`src/hdl/rti_pkg.sv`:
```
// Shared types, constants and arithmetic helpers for the ray/triangle intersection core.
package rti_pkg;

    // Field widths
    localparam int COORD_W    = 16;               // signed coordinate width
    localparam int TAG_W      = 8;
    localparam int OUTC_W     = 3;
    localparam int DET_THR_W  = 40;               // determinant threshold register
    localparam int CFG_DATA_W = 40;               // widest register
    localparam int CFG_IDX_W  = 3;
    localparam int FRACTION_BITS_DEF = 8;

    // Internal widths, all exact
    localparam int DIFF_W = COORD_W + 1;          // vertex differences
    localparam int PROD_W = 2 * COORD_W + 3;      // cross product terms
    localparam int DOT_W  = 3 * COORD_W + 6;      // det, u, v, t numerators

    // Vector component positions
    localparam int AX_X = 0;
    localparam int AX_Y = 1;
    localparam int AX_Z = 2;

    // Outcome codes
    localparam logic [OUTC_W-1:0] OUTC_HIT   = 3'd0;
    localparam logic [OUTC_W-1:0] OUTC_DET   = 3'd1;
    localparam logic [OUTC_W-1:0] OUTC_U_OUT = 3'd2;
    localparam logic [OUTC_W-1:0] OUTC_V_OUT = 3'd3;
    localparam logic [OUTC_W-1:0] OUTC_T_OUT = 3'd4;

    // Register indexes
    localparam logic [CFG_IDX_W-1:0] REG_ORIGIN_X = 3'd0;
    localparam logic [CFG_IDX_W-1:0] REG_ORIGIN_Y = 3'd1;
    localparam logic [CFG_IDX_W-1:0] REG_ORIGIN_Z = 3'd2;
    localparam logic [CFG_IDX_W-1:0] REG_DIR_X    = 3'd3;
    localparam logic [CFG_IDX_W-1:0] REG_DIR_Y    = 3'd4;
    localparam logic [CFG_IDX_W-1:0] REG_DIR_Z    = 3'd5;
    localparam logic [CFG_IDX_W-1:0] REG_RAY_LEN  = 3'd6;
    localparam logic [CFG_IDX_W-1:0] REG_MIN_DET  = 3'd7;

    typedef logic signed [COORD_W-1:0] coord_t;
    typedef logic signed [DIFF_W-1:0]  diff_t;
    typedef logic signed [PROD_W-1:0]  prod_t;
    typedef logic signed [DOT_W-1:0]   dot_t;

    typedef struct packed {
        logic [TAG_W-1:0] tri_tag;
        coord_t           vertex_a_x;
        coord_t           vertex_a_y;
        coord_t           vertex_a_z;
        coord_t           vertex_b_x;
        coord_t           vertex_b_y;
        coord_t           vertex_b_z;
        coord_t           vertex_c_x;
        coord_t           vertex_c_y;
        coord_t           vertex_c_z;
    } tri_in_t;

    typedef struct packed {
        logic              hit;
        logic [OUTC_W-1:0] outcome;
        logic [TAG_W-1:0]  result_tag;
    } res_out_t;

    typedef struct packed {
        coord_t                 origin_x;
        coord_t                 origin_y;
        coord_t                 origin_z;
        coord_t                 dir_x;
        coord_t                 dir_y;
        coord_t                 dir_z;
        logic [COORD_W-1:0]     ray_length;
        logic [DET_THR_W-1:0]   min_determinant;
    } ray_cfg_t;

    // Edges, origin offset and both cross products of one triangle
    typedef struct packed {
        logic [TAG_W-1:0] tag;
        diff_t [2:0]      e1;
        diff_t [2:0]      e2;
        diff_t [2:0]      s;
        prod_t [2:0]      p;
        prod_t [2:0]      q;
    } geom_t;

    typedef struct packed {
        logic [TAG_W-1:0] tag;
        dot_t             det;
        dot_t             un;
        dot_t             vn;
        dot_t             tn;
    } dots_t;

    function automatic diff_t sub_cc(coord_t a, coord_t b);
        return diff_t'(a) - diff_t'(b);
    endfunction

    function automatic prod_t mul_cd(coord_t a, diff_t b);
        return prod_t'(a) * prod_t'(b);
    endfunction

    function automatic prod_t mul_dd(diff_t a, diff_t b);
        return prod_t'(a) * prod_t'(b);
    endfunction

    function automatic dot_t mul_dp(diff_t a, prod_t b);
        return dot_t'(a) * dot_t'(b);
    endfunction

    function automatic dot_t mul_cp(coord_t a, prod_t b);
        return dot_t'(a) * dot_t'(b);
    endfunction

endpackage

```
`src/hdl/rti_obuf.sv`:
```
// Output register with one skid entry; full skid freezes the pipeline.
module rti_obuf (
    input  logic              clk,
    input  logic              rst_n,
    input  logic              push,
    input  rti_pkg::res_out_t push_data,
    input  logic              out_stall,
    output logic              out_valid,
    output rti_pkg::res_out_t out_data,
    output logic              full
);
    import rti_pkg::*;

    logic     out_valid_reg, out_valid_next;
    logic     skid_valid_reg, skid_valid_next;
    res_out_t out_data_reg, out_data_next;
    res_out_t skid_data_reg, skid_data_next;
    logic     take;

    always_comb
    begin
        take            = out_valid_reg && !out_stall;
        out_valid_next  = out_valid_reg;
        skid_valid_next = skid_valid_reg;
        out_data_next   = out_data_reg;
        skid_data_next  = skid_data_reg;
        if (skid_valid_reg)
        begin
            if (take)
            begin
                out_data_next   = skid_data_reg;
                skid_valid_next = 1'b0;
            end
        end
        else if (push)
        begin
            if (!out_valid_reg || take)
            begin
                out_data_next  = push_data;
                out_valid_next = 1'b1;
            end
            else
            begin
                skid_data_next  = push_data;
                skid_valid_next = 1'b1;
            end
        end
        else if (take)
        begin
            out_valid_next = 1'b0;
        end
    end

    always_ff @(posedge clk or negedge rst_n)
    begin
        if (!rst_n)
        begin
            out_valid_reg  <= 1'b0;
            skid_valid_reg <= 1'b0;
        end
        else
        begin
            out_valid_reg  <= out_valid_next;
            skid_valid_reg <= skid_valid_next;
        end
    end

    always_ff @(posedge clk)
    begin
        out_data_reg  <= out_data_next;
        skid_data_reg <= skid_data_next;
    end

    assign out_valid = out_valid_reg;
    assign out_data  = out_data_reg;
    assign full      = skid_valid_reg;

    a_skid_behind_out: assert property (@(posedge clk) disable iff (!rst_n)
        skid_valid_reg |-> out_valid_reg)
        else $error("skid holds an item while output is empty");

    a_skid_kept: assert property (@(posedge clk) disable iff (!rst_n)
        (skid_valid_reg && out_stall) |=> (skid_valid_reg && $stable(skid_data_reg)))
        else $error("skid item lost under stall");

    a_no_push_when_full: assert property (@(posedge clk) disable iff (!rst_n)
        skid_valid_reg |-> !push)
        else $error("item pushed into full buffer");

endmodule
```
`config.mk`:
```
export PLATFORM = sky130hd
export DESIGN_NAME = rti_obuf
export DESIGN_NICKNAME = d
export VERILOG_FILES = /design/src/hdl/rti_pkg.sv /design/src/hdl/rti_obuf.sv
export SDC_FILE = /design/constraint.sdc
export NUM_CORES = 1
export LEC_CHECK = 0
export ABC_CLOCK_PERIOD_IN_PS = 5550
export BUFFER_PORTS_ARGS = -buffer_cell sky130_fd_sc_hd__buf_2
export CAP_MARGIN = 20
export CORE_MARGIN = 1.5
export CORE_UTILIZATION = 53
export DETAILED_ROUTE_END_ITERATION = 6
export PLACE_DENSITY = 0.92
export SYNTH_ARGS = -nofsm -noshare
export SYNTH_HDL_FRONTEND = slang
export SYNTH_SLANG_ARGS = --single-unit
```
`constraint.sdc`:
```
create_clock -name clk -period 5.55 [get_ports clk]
set_input_delay 0.555 -clock clk [delete_from_list [all_inputs] [get_ports clk]]
set_output_delay 0.555 -clock clk [all_outputs]
set_load 0.05 [all_outputs]
```
Word-level counts from Yosys, hierarchy flattened
Index checks and enable logic that the tools add are counted.
W data, S select, Z words.
{ "classes": {"n_mux": 11, "reduce_logical": 10, "eq_ne": 2, "bitwise": 2} }
{ "ops": {"columns": ["operator", "n"], "rows": [
  ["$mux W12", 4],
  ["$reduce_and A3 Y1", 3],
  ["$mux W1", 7],
  ["$reduce_bool A2 Y1", 3],
  ["$ne A2 B1 Y1 const B", 2],
  ["$logic_not A1 Y1", 2],
  ["$not A1 Y1", 2],
  ["$logic_and A1 B1 Y1", 1],
  ["$logic_or A1 B1 Y1", 1]
]} }
{ "totals": {"output_inout_bits": 14, "input_bits": 16, "regBits": 26, "word_cells": 33} }

Logic depth before layout (Yosys ltp)
Gate-level depths: netlist of the first run.
{ "depth": {"ltp_word": 6, "depth_mapped": 4} }

Worst setup path before layout of the first run
Ideal clock, no wire load.
{ "synth_timing": {"kind": "register to register", "from": "register skid_valid_reg, in the netlist full", "to": "register out_data_reg, in the netlist out_data[0], enable pin", "setup_ps": 399, "path_stages_with_launch": 5, "path_slack_ps": 3209, "path_buffers": 2, "t_arrival_ps": 1942, "synth_period_minus_slack_ps": 2341, "cell_sequence": "dfrtp_1 -> buf_6 -> buf_12 -> nand2_1 -> a21boi_0"} }
{ "synth_between": {"elab_chain_cells": 2, "word_cells_on_any_way": 4, "classes_between": "1 x eq/ne; 3 x reduce/logical"} }
{ "synth_lines": {"columns": ["element", "line_no", "rtl"], "rows": [
  ["start, declared", "rti_obuf.sv:15", "logic skid_valid_reg, skid_valid_next;"],
  ["start signal, assigned", "rti_obuf.sv:64", "skid_valid_reg <= skid_valid_next;"],
  ["$ne A2 B1 Y1 (no line) or $reduce_bool A2 Y1 (tied branches)", null, null],
  ["$reduce_and A3 Y1 (no line) *", null, null],
  ["end signal, assigned", "rti_obuf.sv:70", "out_data_reg <= out_data_next;"],
  ["end, declared", "rti_obuf.sv:16", "res_out_t out_data_reg, out_data_next;"]
]} }
Mark *: on every way between the ends. The rest lies on a longest branch, timed or not.
A chain may end at the register's enable or synchronous reset.

Worst setup path after layout of the first run
{ "layout_timing": {"from": "register skid_valid_reg, in the netlist full", "to": "register out_data_reg, in the netlist out_data[8], enable pin"} }
The elaborated chain is that of the path after synthesis.

==> results.txt, run 1 <==
----------------------------------------------------
[Logic synthesis]
  Leading post-synthesis cells by cell area ... edfxtp_1 (71%), mux2_4 (10%), mux2_2 (5.6%)
  Cell Area, Synth ... 0.001011 sq mm
  Cell with the most instances after synthesis ... edfxtp_1
  Most area-hungry cell type in the Yosys netlist ... edfxtp_1
  Commonest register cell after synthesis ... edfxtp_1
  Post-synth top area share ... 0.7129
  Count of flip-flops with a built-in enable after synthesis ... 24
  Fraction of registers with async set or reset after synthesis ... 0.07692
  Sequential area share after synthesis ... 0.7624
  Count of cell types in the netlist ... 13
  Top cell types by occurrence after synthesis ... edfxtp_1 (24), mux2_4 (7), mux2_2 (5)
  Net count after synthesis ... 66
  Seq cells post-synth ... 26
  Syn Area/Cell ... 20.22 sq um
  Cell count after synthesis ... 50
  Number of warnings printed during yosys synthesis ... 0

[Critical path]
  WP data required ... 5.49 ns
  Critical path start-end classification ... reg -> reg
  Endpoint arrival time on the critical path ... 2.12 ns
  Critical path cell sequence ... nand2b_1 > a21boi_1
  Kind of start point of the critical path ... flip-flop
  Cell family contributing the most delay on the critical path ... compound AO/OA/AOI/OAI gates
  Total number of cells along the worst setup path ... 2
  Max stage delay cell, worst path ... a21boi_1
  Largest fanout of any net on the critical path ... 17
  Depth of the worst register-to-register path ... 2
  Crit path buf inv count ... 0
  Max stage delay on crit path ... 0.84 ns
  Critical path endpoint category ... flip-flop

[STA]
  RSZ-0062 raised after global routing ... no
  Hold Violations, Final ... 0
  Least-Margin Pin Slew ... 1.036 ns
  Post-layout minimum cycle time ... 2.180 ns
  Post-route clock skew ... 0.006575 ns
  Crit share post-route ... 0.3928
  Sum of negative setup slack ... 0 ns
  Setup Viol. Count Final ... 0
  Fmax achieved ... 458.7 MHz
  Final Slew Violations ... 0
  Worst-case headroom to the max-slew limit ... 0.3075

[Global routing]
  Maximum number of pins on one net before global-route repair ... 18
  Via count of the first global-routing pass ... 462
  Overall routing resource usage ... 0.1511
  Overflow left after global routing ... 0
  First-pass GRT wire length ... 2118 microns
  Initial antenna violation count ... 0

[Place]
  Cell area after placement ... 0.001156 sq mm
  RePlAce Congestion ... 0.6716
  I/O Buffers ... 29
  Cell Count Post-Placement ... 102
  Placed wire-length estimate after detailed placement ... 1118 microns

[Pwr]
  Leakage dissipation ... 0.0004806 uW
  Max IR drop VDD ... 0.3690 mV
  Cell area power density ... 570.2 mW/mm^2

[Die]
  Starting density of the core ... 0.5730
  FP Rows ... 15
  Core outline area ... 0.001764 sq mm
  Die boundary height ... 46.68 microns
  IO Count ... 30
  Die X ... 46.68 microns
  Die area ... 0.002179 sq mm

[Clock network]
  Number of buffers created by CTS ... 3
  Clock network latency to the later pin of the worst-skew pair ... 0.31 ns
  Setup Fix Bufs, Post-CTS ... 0
  Buffers from clock root to sink, at most ... 2
  CTS H-tree lvls ... 1
  Clock-pin slew reported for the worst setup and hold paths after clock tree synthesis ... 0.13 ns
  Number of clock sinks ... 26
  Post-cts gate resize count ... 0
  Clock tree from TritonCTS ... yes
  Root buffer cell ... clkbuf_4

[Cells and area]
  Count of non-filler cells in the finished layout ... 107
  Filler cells ... 137
  Synthesis-to-layout area growth ... 17.95%
  Total Nets Final ... 99
  Diode count ... 0
  Final non-filler cell area ... 0.001192 sq mm
  Fraction of final layout cells with drive strength greater than 1 ... 0.5366

[Drt]
  Remaining antenna violation count after routing ... 0
  Total vias in the final route ... 551
  Vias per std cell ... 5.150
  Routed WL per cell ... 13.79 microns
  DRT Wirelength ... 1475 microns
  Residual DRC ... 0
  TritonRoute pass-1 iters ... 4
  Number of violations reported at the end of detailed-routing iteration 0 ... 20

[Run status]
  Result of the run ... finished clean

[Min path]
  Number of stages on the worst hold path ... 1
  Worst min-delay path category ... in -> reg

[Job]
  Total of max-cap violations ... 0

----------------------------------------------------
==> where the power goes <==
group          leakage [uW]  internal [uW]  switching (uW)  total [uW]
sequential         0.000247            285            36.7         322
combinational      0.000218           83.0             199         282
clock             0.0000154           26.2            49.4        75.7
==> metal layers <==
metal	up-vias	track usage	share of wire	wire length, microns
met5	-	0	0	0
met3	4	0.02353	0.045	67
li1	253	-	-	-
met4	0	0.08333	0.020	30
met1	270	0.1890	0.41	602
met2	24	0.2500	0.52	774
==> worst paths after layout <==
check / from / endpoint / slack (ns)
hold / removal: push_data[5] / skid_data_reg[5] / 0.43
min in group asynchronous: rst_n / full / 0.54
hold reg to reg: skid_data_reg[5] / out_data[5] / 0.57
max in group asynchronous: rst_n / out_valid / 4.91
setup reg to reg: full / out_data[8] / 3.37
setup / recovery: full / out_data[8] / 3.37
==> metrics by stage <==
step                utilization  total power (uW)  hold slack [ns]  setup slack [ns]
floorplan                     -             571.3           0.2594             3.209
global placement         0.6553             600.8           0.3440             3.459
detailed placement       0.6553             609.7           0.3438             3.366
CTS                      0.6702             682.1         0.005155             3.341
global route             0.6759             708.4           0.4106             3.218
finish                   0.6759             679.9           0.4284             3.370
==> layout make-up <==
cell class / count / area [sq um] / share of cell area
sequential: 26 / 770.7 / 0.6464
clock buffer: 3 / 22.52 / 0.01889
timing repair buffer: 30 / 155.1 / 0.1301
tap: 25 / 31.28 / 0.02623
inverter: 1 / 3.754 / 0.003148
multi-input combinational: 21 / 205.2 / 0.1721
clock inverter: 1 / 3.754 / 0.003148
==> logic make-up (layout without fill, tap and decap cells) <==
kind of cell / after synthesis / count (layout) / share of synthesized area
DFF: 26 / 26 / 0.7624
AOI/OAI and AO/OA: 4 / 4 / 0.02228
and+or+nand+nor: 5 / 5 / 0.02104
muxes: 12 / 12 / 0.1596
buffers and inverters: 3 / 35 / 0.03465
==> layout by cell type (no fill, tap or decap) <==
master and instances:
mux2_2 5, mux2_4 7, nand2_1 3, nand2b_1 1, a21oi_1 2, buf_2 29
dlygate4sd3_1 1, o21ai_0 1, a21boi_1 1, dfrtp_1 2, clkinv_1 1, nor2_1 1
clkbuf_4 3, inv_1 1, edfxtp_1 24
==> what timing repair did <==
| item | CTS | global route |
|---|---|---|
| hold endpoints to repair | 0 | 2 |
| hold buffers | 0 | 1 |
| endpoints found under the setup margin | 0 | 0 |
Note: power is estimated with default switching activity, not from simulation.
==> run 2, diff against run 1 <==
Settings changed: ABC_CLOCK_PERIOD_IN_PS 5550 to 2040, CORE_UTILIZATION 53 to 49, PLACE_DENSITY 0.92 to 0.86.
Clock period 5.55 ns to 2.04 ns, I/O delays scaled along.
==> run 2 against run 1 <==
- hold slack got worse by 0.35 ns
- count of clock-buffer cells in the layout rose by 1
- critical endpoint is now out_data[11]
- critical path type unchanged
- largest power group unchanged
- clock power rose to 2.8 times the previous value
- sequential cell count did not move
- maximum frequency rose by 47%
- clock skew fell by 0.0054 ns
- critical path depth rose by 1
- first-iteration DRC count fell by 70%
- highest routed layer unchanged
- design area rose by 2.1%
==> results.txt, run 2 (synthesis gave the netlist of run 1 again) <==
----------------------------------------------------
[Run status]
  Result of the run ... finished clean

[Cells and area]
  Total Nets Final ... 102
  Commonest non-fill, non-tap cell in the layout ... buf_2
  Commonest non-fill, non-tap cells in the layout ... buf_2 (29), edfxtp_1 (24), mux2_4 (7)
  Diode count ... 0
  Fraction of final layout cells with drive strength greater than 1 ... 0.5529
  Util after Layout ... 0.6205
  Synthesis-to-layout area growth ... 20.42%

[STA]
  RSZ-0062 raised after global routing ... no
  Post-route clock skew ... 0.001139 ns
  Setup Viol. Count Final ... 0
  Fmax achieved ... 674.2 MHz
  Final Slew Violations ... 0
  Sum of negative setup slack ... 0 ns
  Crit share post-route ... 0.7270
  PnR worst setup slack ... 0.5569 ns
  Post-layout minimum cycle time ... 1.483 ns
  Worst-case headroom to the max-slew limit ... 0.7232
  Hold Violations, Final ... 0
  Least-Margin Pin Slew ... 0.4152 ns

[Pwr]
  Leakage dissipation ... 0.0004955 uW
  Cell area power density ... 1549 mW/mm^2
  NetSw ... 783.4 uW
  Combinational share of power ... 0.440
  Sw Share ... 0.4155
  Proportion of power drawn by the clock network ... 0.112
  Cell-internal power ... 1102 uW
  Max IR drop VDD ... 0.8390 mV
  Sequential share of power ... 0.449

[Clock network]
  Count of hold-fix buffers inserted at cts ... 1
  Number of clock sinks ... 26
  Post-cts gate resize count ... 0
  CTS H-tree lvls ... 1
  Setup Fix Bufs, Post-CTS ... 0
  Clock tree from TritonCTS ... yes
  Clock network latency to the later pin of the worst-skew pair ... 0.30 ns
  Number of buffers created by CTS ... 3
  Root buffer cell ... clkbuf_4
  Buffers from clock root to sink, at most ... 2
  Clock-pin slew reported for the worst setup and hold paths after clock tree synthesis ... 0.12 ns

[Critical path]
  CP Launch Point ... full
  Critical path start-end classification ... reg -> reg
  WP data required ... 2.07 ns
  Reg2Reg Launch Point ... full
  Critical path cell sequence ... nand2b_1 > a21boi_1 > buf_4
  Largest fanout of any net on the critical path ... 12
  Critical path endpoint category ... flip-flop
  Max stage delay cell, worst path ... dfrtp_1
  Kind of start point of the critical path ... flip-flop
  Cell family contributing the most delay on the critical path ... flip-flops
  Max stage delay on crit path ... 0.55 ns
  Crit path buf inv count ... 1
  Endpoint arrival time on the critical path ... 1.51 ns

[Die]
  Core outline area ... 0.001962 sq mm
  Starting density of the core ... 0.5153
  Die X ... 48.42 microns
  Die area ... 0.002345 sq mm
  FP Rows ... 16
  IO Count ... 30
  Die boundary height ... 48.42 microns

[Global routing]
  Maximum number of pins on one net before global-route repair ... 15
  Initial antenna violation count ... 0
  First-pass GRT wire length ... 2553 microns
  Via count of the first global-routing pass ... 543
  Overall routing resource usage ... 0.1464
  Overflow left after global routing ... 0

[Drt]
  Routed WL per cell ... 14.03 microns
  Residual DRC ... 0
  TritonRoute pass-1 iters ... 4
  DRT Wirelength ... 1571 microns
  Vias per std cell ... 4.750
  Remaining antenna violation count after routing ... 0
  Total vias in the final route ... 532
  Number of violations reported at the end of detailed-routing iteration 0 ... 6

[Min path]
  Worst min-delay path category ... in -> reg
  Hold wc startpoint ... push_data[10]

[Job]
  Total of max-cap violations ... 0

[Place]
  I/O Buffers ... 29
  Post-place setup slack ... 0.5610 ns
  RePlAce Congestion ... 0.7285
  Placed wire-length estimate after detailed placement ... 1204 microns

----------------------------------------------------
## run 2: routing by layer
metal / track usage / wire length [microns] / up-vias
met3: 0.03086 / 76 / 4
met4: 0.07143 / 32 / 0
li1: - / - / 260
met1: 0.1756 / 675 / 249
met5: 0 / 0 / -
met2: 0.2523 / 787 / 19
## run 2: power by group through the flow
| stage | clock [uW] | sequential (uW) | combinational (uW) |
|---|---|---|---|
| 2_1_floorplan | 0 | 1240 | 318 |
| 3_3_place_gp | 0 | 855 | 819 |
| 3_5_place_dp | 0 | 860 | 835 |
| 4_1_cts | 220 | 847 | 838 |
| 5_1_grt | 240 | 864 | 867 |
| 6_report | 211 | 846 | 829 |
## run 2: path summary, 6_finish.rpt
path                                      to  slack, ns  cells past startpoint
setup / recovery                out_data[11]       0.56                      3
hold / removal             skid_data_reg[10]       0.08                      1
setup reg to reg                out_data[11]       0.56                      3
hold reg to reg                         full       0.54                      1
max in group asynchronous               full       1.74                      2
min in group asynchronous          out_valid       0.21                      2
## run 2: metrics by stage
| stage | cells | hold slack, ns | total power (uW) | cell area [sq um] |
|---|---|---|---|---|
| 3_5_place_dp | 107 | -0.01078 | 1695 | 1181 |
| 5_1_grt | 112 | 0.06011 | 1972 | 1217 |
| 3_3_place_gp | 107 | -0.01146 | 1673 | 1181 |
| 6_report | 112 | 0.07747 | 1885 | 1217 |
| 4_1_cts | 112 | 0.06785 | 1905 | 1217 |
| 2_1_floorplan | 50 | -0.09159 | 1555 | 1011 |
## run 2: final cells by class
class	instances	area, sq um
fill	157	744.5
timing repair buffer	33	177.7
sequential	26	770.7
inverter	1	3.754
multi-input combinational	21	205.2
clock buffer	4	26.28
tap	27	33.78
## run 2: worst register-to-register path, cell delays in order (launching register included)
cell and delay (ns):
dfrtp_1 0.55, nand2b_1 0.25, a21boi_1 0.18, buf_4 0.23
